==> src/sv/battery_monitor_reading_converter_defines.svh <==
// assertion macros for the battery-monitor reading converter
// taken in by every rtl file that carries checks; no other dependencies
`ifndef BATTERY_MONITOR_READING_CONVERTER_DEFINES_SVH
`define BATTERY_MONITOR_READING_CONVERTER_DEFINES_SVH

// consequent must hold in the same cycle as the antecedent
`define BRMC_ASSERT_NOW(name, clk, rst, ante, cons) \
   name: assert property (@(posedge clk) disable iff (rst) (ante) |-> (cons)) \
      else $error("brmc: same-cycle check failed");

// consequent must hold in the cycle after the antecedent
`define BRMC_ASSERT_NEXT(name, clk, rst, ante, cons) \
   name: assert property (@(posedge clk) disable iff (rst) (ante) |=> (cons)) \
      else $error("brmc: next-cycle check failed");

`endif

==> src/sv/brmc_pkg.sv <==
// shared types, constants and the divider step for the reading converter
// no dependencies
`timescale 1ns / 1ps
`default_nettype none

package brmc_pkg;

   // conversion kinds
   localparam logic [2:0] KIND_CELL    = 3'd0;
   localparam logic [2:0] KIND_PACK    = 3'd1;
   localparam logic [2:0] KIND_CURRENT = 3'd2;
   localparam logic [2:0] KIND_TEMP    = 3'd3;
   localparam logic [2:0] KIND_TRIP    = 3'd4;

   // register indexes (word address)
   localparam logic [1:0] REG_OFFSET = 2'd0;
   localparam logic [1:0] REG_GAIN1  = 2'd1;
   localparam logic [1:0] REG_GAIN2  = 2'd2;
   localparam logic [1:0] REG_SENSE  = 2'd3;

   localparam logic [7:0]  SENSE_RESET  = 8'd8;
   localparam logic [8:0]  GAIN_BASE    = 9'd365;
   localparam logic [14:0] MV_DIVISOR   = 15'd1000;
   localparam logic [14:0] TEMP_DIVISOR = 15'd42;
   localparam logic [14:0] SENSE_SCALE  = 15'd100;
   localparam logic [10:0] CUR_FACTOR   = 11'd844;
   localparam logic [10:0] TEMP_SLOPE   = 11'd382;
   localparam logic [10:0] TRIP_FACTOR  = 11'd1000;
   localparam logic [26:0] TEMP_BIAS    = 27'd1305000;

   localparam logic [16:0] POS_MAG_MAX = 17'd32767;
   localparam logic [16:0] NEG_MAG_MAX = 17'd32768;
   localparam logic [16:0] SMALL_MAG   = 17'd3;
   localparam logic signed [16:0] SAT_POS = 17'sd32767;
   localparam logic signed [16:0] SAT_NEG = -17'sd32768;
   localparam logic signed [16:0] U16_MAX = 17'sd65535;

   localparam int DIV_STEPS_C = 6;
   localparam int DIV_STEPS_D = 6;
   localparam int DIV_STEPS_E = 5;

   typedef struct packed {
      logic [2:0]  kind;
      logic [15:0] raw_value;
   } req_type;

   typedef struct packed {
      logic signed [16:0] converted;
      logic               saturated;
   } rsp_type;

   typedef struct packed {
      logic signed [7:0] off;
      logic [8:0]        gain;
      logic [7:0]        sense;
   } cal_type;

   typedef struct packed {
      logic       valid;
      logic [2:0] kind;
      logic       neg;    // result sign (current, temperature)
      logic       dneg;   // trip difference below zero
   } tag_type;

   typedef struct packed {
      tag_type     tag;
      logic [26:0] dividend;
      logic [14:0] divisor;
   } front_out_type;

   typedef struct packed {
      tag_type     tag;
      logic        ovf;
      logic [16:0] quo;
   } div_out_type;

   typedef struct packed {
      logic [14:0] rem;
      logic [16:0] num;
      logic [16:0] quo;
   } div_state_type;

   // one restoring-division step: one quotient bit
   function automatic div_state_type div_step(input div_state_type s,
                                              input logic [14:0] divisor);
      div_state_type r;
      logic [15:0]   trial;
      trial = {s.rem, s.num[16]};
      r.num = {s.num[15:0], 1'b0};
      if (trial >= {1'b0, divisor}) begin
         r.rem = 15'(trial - {1'b0, divisor});
         r.quo = {s.quo[15:0], 1'b1};
      end else begin
         r.rem = trial[14:0];
         r.quo = {s.quo[15:0], 1'b0};
      end
      return r;
   endfunction

endpackage

`default_nettype wire

==> src/sv/brmc_front.sv <==
// front end: operand select and multiply, then dividend and sign forming
// depends on brmc_pkg
`timescale 1ns / 1ps
`default_nettype none

module brmc_front (
   input  wire                    clock,
   input  wire                    reset,
   input  wire                    in_valid,
   input  brmc_pkg::req_type      in_data,
   input  brmc_pkg::cal_type      cal,
   output brmc_pkg::front_out_type out
);
   import brmc_pkg::*;

   logic              s_neg;
   logic [15:0]       s_mag;
   logic [17:0]       diff;
   logic [7:0]        sense_eff;
   logic [16:0]       op_a;
   logic [10:0]       op_b;
   logic [27:0]       mult;
   logic [14:0]       divisor_a;
   tag_type           tag_a;

   logic [26:0]       prod_ff,    prod_in;
   logic [14:0]       div_a_ff,   div_a_in;
   tag_type           tag_a_ff,   tag_a_in;
   front_out_type     out_ff,     out_in;

   // stage a: pick the multiplier operands and divisor per kind
   always_comb begin
      s_neg     = in_data.raw_value[15];
      s_mag     = s_neg ? 16'(~in_data.raw_value + 16'd1) : in_data.raw_value;
      diff      = {2'b00, in_data.raw_value} - {{10{cal.off[7]}}, cal.off};
      sense_eff = (cal.sense == 8'd0) ? 8'd1 : cal.sense;
      tag_a.valid = in_valid;
      tag_a.kind  = in_data.kind;
      tag_a.neg   = 1'b0;
      tag_a.dneg  = 1'b0;
      op_a      = '0;
      op_b      = '0;
      divisor_a = 15'd1;
      unique case (in_data.kind)
         KIND_CELL: begin
            op_a      = {1'b0, in_data.raw_value};
            op_b      = {2'b00, cal.gain};
            divisor_a = MV_DIVISOR;
         end
         KIND_PACK: begin
            op_a      = {1'b0, in_data.raw_value};
            op_b      = {cal.gain, 2'b00};
            divisor_a = MV_DIVISOR;
         end
         KIND_CURRENT: begin
            op_a      = {1'b0, s_mag};
            op_b      = CUR_FACTOR;
            divisor_a = 15'({7'd0, sense_eff} * SENSE_SCALE);
            tag_a.neg = s_neg;
         end
         KIND_TEMP: begin
            op_a      = {1'b0, in_data.raw_value};
            op_b      = TEMP_SLOPE;
            divisor_a = TEMP_DIVISOR;
         end
         KIND_TRIP: begin
            tag_a.dneg = diff[17];
            op_a       = diff[17] ? 17'd0 : diff[16:0];
            op_b       = TRIP_FACTOR;
            divisor_a  = {2'b00, cal.gain, 4'b0000};
         end
         default: ;
      endcase
      mult     = {11'd0, op_a} * {17'd0, op_b};
      prod_in  = mult[26:0];
      div_a_in = divisor_a;
      tag_a_in = tag_a;
   end

   // stage b: temperature numerator is bias minus product, split into sign and size
   always_comb begin
      out_in.tag      = tag_a_ff;
      out_in.divisor  = div_a_ff;
      out_in.dividend = prod_ff;
      if (tag_a_ff.kind == KIND_TEMP) begin
         if (prod_ff > TEMP_BIAS) begin
            out_in.tag.neg  = 1'b1;
            out_in.dividend = prod_ff - TEMP_BIAS;
         end else begin
            out_in.dividend = TEMP_BIAS - prod_ff;
         end
      end
   end

   always_ff @(posedge clock) begin
      prod_ff  <= prod_in;
      div_a_ff <= div_a_in;
      if (reset) begin
         tag_a_ff <= '0;
         out_ff   <= '0;
      end else begin
         tag_a_ff <= tag_a_in;
         out_ff   <= out_in;
      end
   end

   assign out = out_ff;

endmodule

`default_nettype wire

==> src/sv/brmc_div.sv <==
// three-stage restoring divider, 17 quotient bits plus overflow flag
// depends on brmc_pkg (div_step)
`timescale 1ns / 1ps
`default_nettype none

module brmc_div (
   input  wire                     clock,
   input  wire                     reset,
   input  brmc_pkg::front_out_type in,
   output brmc_pkg::div_out_type   out
);
   import brmc_pkg::*;

   div_state_type st_c, st_d, st_e;
   logic          ovf_c;

   div_state_type st_c_ff,  st_c_in;
   div_state_type st_d_ff,  st_d_in;
   tag_type       tag_c_ff, tag_d_ff;
   logic          ovf_c_ff, ovf_d_ff;
   logic [14:0]   dv_c_ff,  dv_d_ff;
   div_out_type   out_ff,   out_in;

   // upper dividend bits seed the remainder; quotient overflows if they reach the divisor
   always_comb begin
      ovf_c    = {5'd0, in.dividend[26:17]} >= in.divisor;
      st_c.rem = {5'd0, in.dividend[26:17]};
      st_c.num = in.dividend[16:0];
      st_c.quo = '0;
      for (int i = 0; i < DIV_STEPS_C; i++) begin
         st_c = div_step(st_c, in.divisor);
      end
      st_c_in = st_c;
   end

   always_comb begin
      st_d = st_c_ff;
      for (int i = 0; i < DIV_STEPS_D; i++) begin
         st_d = div_step(st_d, dv_c_ff);
      end
      st_d_in = st_d;
   end

   always_comb begin
      st_e = st_d_ff;
      for (int i = 0; i < DIV_STEPS_E; i++) begin
         st_e = div_step(st_e, dv_d_ff);
      end
      out_in.tag = tag_d_ff;
      out_in.ovf = ovf_d_ff;
      out_in.quo = st_e.quo;
   end

   always_ff @(posedge clock) begin
      st_c_ff  <= st_c_in;
      ovf_c_ff <= ovf_c;
      dv_c_ff  <= in.divisor;
      st_d_ff  <= st_d_in;
      ovf_d_ff <= ovf_c_ff;
      dv_d_ff  <= dv_c_ff;
      if (reset) begin
         tag_c_ff <= '0;
         tag_d_ff <= '0;
         out_ff   <= '0;
      end else begin
         tag_c_ff <= in.tag;
         tag_d_ff <= tag_c_ff;
         out_ff   <= out_in;
      end
   end

   assign out = out_ff;

endmodule

`default_nettype wire

==> src/sv/brmc_post.sv <==
// result stage: offset add, sign restore, clamping, output register
// depends on brmc_pkg and the assertion macro header
`timescale 1ns / 1ps
`default_nettype none
`include "battery_monitor_reading_converter_defines.svh"

module brmc_post (
   input  wire                   clock,
   input  wire                   reset,
   input  brmc_pkg::div_out_type in,
   input  brmc_pkg::cal_type     cal,
   output logic                  rsp_strobe,
   output brmc_pkg::rsp_type     rsp_data
);
   import brmc_pkg::*;

   logic signed [18:0] off_ext;
   logic signed [18:0] off_term;
   logic signed [18:0] sum;
   logic signed [16:0] v;
   logic               sat;

   logic               strobe_ff, strobe_in;
   rsp_type            data_ff,   data_in;
   logic [2:0]         kind_ff,   kind_in;

   always_comb begin
      off_ext  = {{11{cal.off[7]}}, cal.off};
      off_term = (in.tag.kind == KIND_PACK) ? ((off_ext <<< 1) + off_ext) : off_ext;
      sum      = $signed({2'b00, in.quo}) + off_term;
      v        = '0;
      sat      = 1'b0;
      unique case (in.tag.kind)
         KIND_CELL, KIND_PACK: begin
            if (sum < 19'sd0) begin
               sat = 1'b1;
            end else if (sum > 19'sd65535) begin
               v   = U16_MAX;
               sat = 1'b1;
            end else begin
               v = $signed(sum[16:0]);
            end
         end
         KIND_CURRENT, KIND_TEMP: begin
            if (in.ovf) begin
               v   = in.tag.neg ? SAT_NEG : SAT_POS;
               sat = 1'b1;
            end else if (in.tag.neg) begin
               if (in.quo > NEG_MAG_MAX) begin
                  v   = SAT_NEG;
                  sat = 1'b1;
               end else begin
                  v = $signed(17'd0 - in.quo);
               end
            end else begin
               if (in.quo > POS_MAG_MAX) begin
                  v   = SAT_POS;
                  sat = 1'b1;
               end else begin
                  v = $signed(in.quo);
               end
            end
            // dead band around zero for current
            if (in.tag.kind == KIND_CURRENT && !sat && in.quo <= SMALL_MAG) begin
               v = '0;
            end
         end
         KIND_TRIP: begin
            if (in.tag.dneg) begin
               sat = 1'b1;
            end else begin
               v = $signed({9'd0, in.quo[7:0]});
            end
         end
         default: ;
      endcase
      strobe_in         = in.tag.valid;
      data_in.converted = v;
      data_in.saturated = sat;
      kind_in           = in.tag.kind;
   end

   always_ff @(posedge clock) begin
      if (reset) begin
         strobe_ff <= 1'b0;
      end else begin
         strobe_ff <= strobe_in;
      end
      data_ff <= data_in;
      kind_ff <= kind_in;
   end

   assign rsp_strobe = strobe_ff;
   assign rsp_data   = data_ff;

   `BRMC_ASSERT_NOW(a_mv_not_negative, clock, reset,
      strobe_ff && (kind_ff == KIND_CELL || kind_ff == KIND_PACK),
      !data_ff.converted[16])
   `BRMC_ASSERT_NOW(a_trip_byte_range, clock, reset,
      strobe_ff && kind_ff == KIND_TRIP, data_ff.converted[16:8] == 9'd0)
   `BRMC_ASSERT_NOW(a_signed_sat_at_limit, clock, reset,
      strobe_ff && data_ff.saturated && (kind_ff == KIND_CURRENT || kind_ff == KIND_TEMP),
      data_ff.converted == SAT_POS || data_ff.converted == SAT_NEG)
   `BRMC_ASSERT_NEXT(a_trip_negative_flag, clock, reset,
      in.tag.valid && in.tag.kind == KIND_TRIP && in.tag.dneg,
      rsp_strobe && rsp_data.saturated && rsp_data.converted == 17'sd0)

endmodule

`default_nettype wire

==> src/sv/battery_monitor_reading_converter.sv <==
// top level: calibration register file, front end, divider and result stage
// depends on brmc_pkg, brmc_front, brmc_div, brmc_post
//
//  channel   ports                                   direction   handshake
//  request   start, busy, req_data                   in          start & !busy
//  response  rsp_strobe, rsp_data                    out         strobe, one cycle
//  config    psel, penable, pwrite, paddr, pwdata,   in/out      setup + access
//            prdata, pready
//
// one item per cycle whenever busy is low; each result reaches the ports through
// the register stages: two in the front end (multiply, dividend forming), three
// in the divider (17 quotient bits, 6/6/5 per stage), one at the output. reset
// is synchronous, clears all valid bits and the offset and gain registers and
// sets the sense register to 8; busy is high only while reset is held. results
// are never held back, so nothing in the pipeline ever waits.
`timescale 1ns / 1ps
`default_nettype none

module battery_monitor_reading_converter (
   input  wire                clock,
   input  wire                reset,
   input  wire                start,
   output logic               busy,
   input  brmc_pkg::req_type  req_data,
   output logic               rsp_strobe,
   output brmc_pkg::rsp_type  rsp_data,
   input  wire                psel,
   input  wire                penable,
   input  wire                pwrite,
   input  wire  [3:0]         paddr,
   input  wire  [31:0]        pwdata,
   output logic [31:0]        prdata,
   output logic               pready
);
   import brmc_pkg::*;

   logic [7:0]    offset_byte_ff,    offset_byte_in;
   logic [7:0]    gain_byte_one_ff,  gain_byte_one_in;
   logic [7:0]    gain_byte_two_ff,  gain_byte_two_in;
   logic [7:0]    sense_milliohm_ff, sense_milliohm_in;
   logic          csr_write;
   logic          req_accept;
   cal_type       cal;
   front_out_type front_out;
   div_out_type   div_out;

   assign pready     = 1'b1;
   assign busy       = reset;
   assign req_accept = start & ~busy;
   assign csr_write  = psel & penable & pwrite;

   always_comb begin
      offset_byte_in    = offset_byte_ff;
      gain_byte_one_in  = gain_byte_one_ff;
      gain_byte_two_in  = gain_byte_two_ff;
      sense_milliohm_in = sense_milliohm_ff;
      if (csr_write) begin
         unique case (paddr[3:2])
            REG_OFFSET: offset_byte_in    = pwdata[7:0];
            REG_GAIN1:  gain_byte_one_in  = pwdata[7:0];
            REG_GAIN2:  gain_byte_two_in  = pwdata[7:0];
            REG_SENSE:  sense_milliohm_in = pwdata[7:0];
            default: ;
         endcase
      end
   end

   always_ff @(posedge clock) begin
      if (reset) begin
         offset_byte_ff    <= 8'd0;
         gain_byte_one_ff  <= 8'd0;
         gain_byte_two_ff  <= 8'd0;
         sense_milliohm_ff <= SENSE_RESET;
      end else begin
         offset_byte_ff    <= offset_byte_in;
         gain_byte_one_ff  <= gain_byte_one_in;
         gain_byte_two_ff  <= gain_byte_two_in;
         sense_milliohm_ff <= sense_milliohm_in;
      end
   end

   always_comb begin
      prdata = '0;
      unique case (paddr[3:2])
         REG_OFFSET: prdata[7:0] = offset_byte_ff;
         REG_GAIN1:  prdata[7:0] = gain_byte_one_ff;
         REG_GAIN2:  prdata[7:0] = gain_byte_two_ff;
         REG_SENSE:  prdata[7:0] = sense_milliohm_ff;
         default: ;
      endcase
   end

   // gain is 365 plus five bits gathered from two calibration bytes
   always_comb begin
      cal.off   = $signed(offset_byte_ff);
      cal.gain  = GAIN_BASE + {4'd0, gain_byte_one_ff[3:2], gain_byte_two_ff[7:5]};
      cal.sense = sense_milliohm_ff;
   end

   brmc_front u_front (
      .clock    (clock),
      .reset    (reset),
      .in_valid (req_accept),
      .in_data  (req_data),
      .cal      (cal),
      .out      (front_out)
   );

   brmc_div u_div (
      .clock (clock),
      .reset (reset),
      .in    (front_out),
      .out   (div_out)
   );

   brmc_post u_post (
      .clock      (clock),
      .reset      (reset),
      .in         (div_out),
      .cal        (cal),
      .rsp_strobe (rsp_strobe),
      .rsp_data   (rsp_data)
   );

endmodule

`default_nettype wire

==> config.mk <==
export PLATFORM = sky130hd
export DESIGN_NAME = battery_monitor_reading_converter
export DESIGN_NICKNAME = d
export VERILOG_FILES = /design/src/sv/brmc_pkg.sv /design/src/sv/brmc_front.sv /design/src/sv/brmc_div.sv /design/src/sv/brmc_post.sv /design/src/sv/battery_monitor_reading_converter.sv
export VERILOG_INCLUDE_DIRS = /design/src /design/src/sv
export SDC_FILE = /design/constraint.sdc
export NUM_CORES = 2
export LEC_CHECK = 0
export BUFFER_PORTS_ARGS = -buffer_cell sky130_fd_sc_hd__buf_4
export CELL_PAD_IN_SITES_DETAIL_PLACEMENT = 1
export CELL_PAD_IN_SITES_GLOBAL_PLACEMENT = 2
export CORE_MARGIN = 3
export CORE_UTILIZATION = 39
export DETAILED_ROUTE_END_ITERATION = 12
export GPL_TIMING_DRIVEN = 0
export PLACE_DENSITY = 0.93
export SLEW_MARGIN = 20
export SYNTH_ARGS = -nofsm -noshare
export SYNTH_HDL_FRONTEND = slang
export SYNTH_SLANG_ARGS = --single-unit
export TNS_END_PERCENT = 10
==> constraint.sdc <==
create_clock -name clock -period 17.9 [get_ports clock]
set_clock_uncertainty 0.05 [all_clocks]
set_input_delay 3.58 -clock clock [delete_from_list [all_inputs] [get_ports clock]]
set_output_delay 3.58 -clock clock [all_outputs]
set_load 0.05 [all_outputs]
==> run_results.csv <==
group,metric,value,unit
clocking,clkSinkCount,279,
timing,worst_slew_margin_rel,26.1,%
logic_synthesis,synthAdderAreaFrac,25.1,%
logic_synthesis,synth_top_area_share,17.2,%
run_status,outcome,"finished, final reports clean",
setup_path,cp.depth,76,
clocking,clockBufferDepth,3,
logic_synthesis,synth_seq_area_share,17.2,%
global_routing,grt_max_degree,18,
clocking,path_clk_slew,0.06,ns
finish,final_cell_mix,"400 x ha_1, 395 x nor2_1, 349 x inv_1",
worst_hold_path,holdPathStages,0,
finish,syn_to_final_growth,10.5,%
clocking,cts_tree,"built",
logic_synthesis,synth-compound-area-share,17.9,%
logic_synthesis,synth_xor_area_share,6.78,%
route,first_iter_violations,1367,
global_routing,grt_use_total,23.6,%
finish,nNetsFinal,4785,
setup_path,path_class,"reg -> reg",
die,rows,105,
logic_synthesis,synth_top_family_by_area,"adder cells",
setup_path,end_kind,"flop",
global_routing,globalRouteOverflowTotal,0,
logic_synthesis,syn_inst,4018,
timing,finalSetupTns,0,ns
die,core,82200,um^2
logic_synthesis,ys_top_cells_by_area,"dfxtp_1 17%, ha_1 16%, fa_1 9.6%",
logic_synthesis,ys_ff_latch,279,
finish,multi_input_area,25100,um^2
worst_hold_path,min_path_type,"reg -> reg",
finish,seq_area,5590,um^2
timing,layout_worst_path_cycle_share,95.1,%
route,totalWireLength,105000,um
timing,slew_viol_final,0,
setup_path,crit_family,"compound AO/OA/AOI/OAI gates",
setup_path,cp_slowest_cell,"or3_1",
timing,worstMarginPinSlew,1.10,ns
finish,fill_cells,10045,
logic_synthesis,ys.flop_type,"dfxtp_1",
logic_synthesis,yosys.area_share.simple,19.5,%
timing,clock.fmax,0.0587,GHz
die,io_pins,114,
setup_path,cp_num_buf_inv,12,
finish,final_common_cell,"ha_1",
die,floorplan.initialDensity,39.4,%
logic_synthesis,synth.area.mux_share,7.24,%
clocking,numCtsBuffers,30,
route,drt-met1-wl,47100,um
logic_synthesis,syn_avg_cell_area,8.07,um^2
timing,worst_slack,0.875,ns
place,place_ws,-3.13,ns
die,die_y,294,um
setup_path,max_stage_delay,0.49,ns
setup_path,worstPathMaxFanout,10,
die,die_area,86600,um^2
logic_synthesis,syn-cell-area,32400,um^2
logic_synthesis,ys_types,87,
place,gp_congestion,0.882,
timing,fin_crit,17.02,ns
logic_synthesis,synth_largest_area_cell,"dfxtp_1",
clocking,cts_hold_buf,0,
route,viasPerCell,5.63,
timing,finalHoldViolations,0,
timing,hold_slack,0.277,ns
logic_synthesis,synth-edff-count,0,
route,top_layer,"met4",
flow_run,drv_cap,0,
clocking,clock_latency,0.59,ns
logic_synthesis,synthArstFlopShare,0,%
setup_path,cp.arrival,17.44,ns
route,drcViolationCount,0,
global_routing,grt_pass1_wl,167000,um
setup_path,cp-start-kind,"flop",
route,firstDrtPassIters,5,
logic_synthesis,ys_warn_count,0,
place,io_buffers,58,
setup_path,worstRegToRegCells,76,
global_routing,grt_pass1_vias,30776,
clocking,root_buffer,"clkbuf_16",
route,wl_met3,3280,um
route,vias,29627,
clocking,cts_max_level,1,
place,place_hpwl,85100,um
route,wl_met2,51500,um
global_routing,antenna_found_initial,0,
timing,setup_viol,0,
setup_path,required,18.31,ns
route,drt.antenna.violating_nets,0,
route,wire_per_inst,20.0,um
die,dieWidth,294,um
finish,drive_gt1_share,10.2,%
## kinds of logic after synthesis
group                    count (synthesis)
buffers and inverters                  497
other                                    2
AND/OR/NAND/NOR                       1308
adder cells (fa/ha/maj)                558
XOR/XNOR                               251
multiplexers                           204
AO/OA/AOI/OAI                          919
flip-flops                             279
## layout make-up
cell class / instances / share of cell area (%)
diodes: 1 / 0.00699
multi-input cells: 3269 / 70.2
repair buffers: 91 / 1.91
plain buffers: 132 / 1.86
clock inverters: 18 / 0.493
inverters: 363 / 3.91
clock buffers: 36 / 2.28
flip-flops and latches: 279 / 15.6
well taps: 1070 / 3.74
## worst reg2reg max path: cells and delay by family, from the launching register on
kind	cells	cell delay, ns
adders and majority gates	6	2.11
and+or+nand+nor	17	3.17
muxes	5	1.38
AOI/OAI and AO/OA	36	7.38
buffers and inverters	12	2.44
DFF	1	0.38
## timing repair
| action | in CTS | in global routing |
|---|---|---|
| endpoints found under the setup margin | 32 | 32 |
| pin swaps | 3 | 12 |
| buffers inserted | 2 | 30 |
| resized for setup | 40 | 44 |
## path summary, 6_finish.rpt
| path | startpoint | to | slack, ns |
|---|---|---|---|
| worst min register to register | u_front.out[16] | u_div.st_c_ff[24] | 0.28 |
| worst max register to register | u_front.out[4] | u_div.st_c_ff[46] | 0.88 |
| worst min-delay path | u_front.out[16] | u_div.st_c_ff[24] | 0.28 |
| worst max-delay path | u_front.out[4] | u_div.st_c_ff[46] | 0.88 |
## cells in the mapped netlist, types with 101 or more instances
| cell type | count |
|---|---|
| nand2_1 | 299 |
| mux2_2 | 107 |
| inv_1 | 359 |
| nor2_1 | 397 |
| xnor2_1 | 169 |
| fa_1 | 155 |
| o21ai_0 | 229 |
| dfxtp_1 | 279 |
| a21oi_1 | 267 |
| ha_1 | 403 |
| nor2b_1 | 116 |
| nor3_1 | 101 |
## sequential cells by signal, indices dropped and copies added, names as in the netlist, 15 cells and up
signal	flops
u_div.dv_c_ff	15
u_div.dv_d_ff	15
u_div.out	24
u_div.st_c_ff	32
u_div.st_d_ff	32
u_front.div_a_ff	15
u_front.out	48
u_front.prod_ff	27
u_post.rsp_data	18
## metal layers
layer / GRT usage (%) / vias up
met3: 1.64 / 168
li1: - / 14328
met5: 0 / -
met1: 30.8 / 14621
met2: 41.9 / 510
met4: 6.83 / 0
## through the flow
step	utilization (%)	cell area (um^2)	instances
floorplan	-	32500	4045
global placement	41.7	34300	5173
detailed placement	41.7	34300	5174
CTS	43.1	35400	5230
global route	43.5	35800	5258
finish	43.5	35800	5259
Power is left out: the tool's default activity adds up to more than one toggle a clock period on the data nets, which glitch-free logic cannot reach.
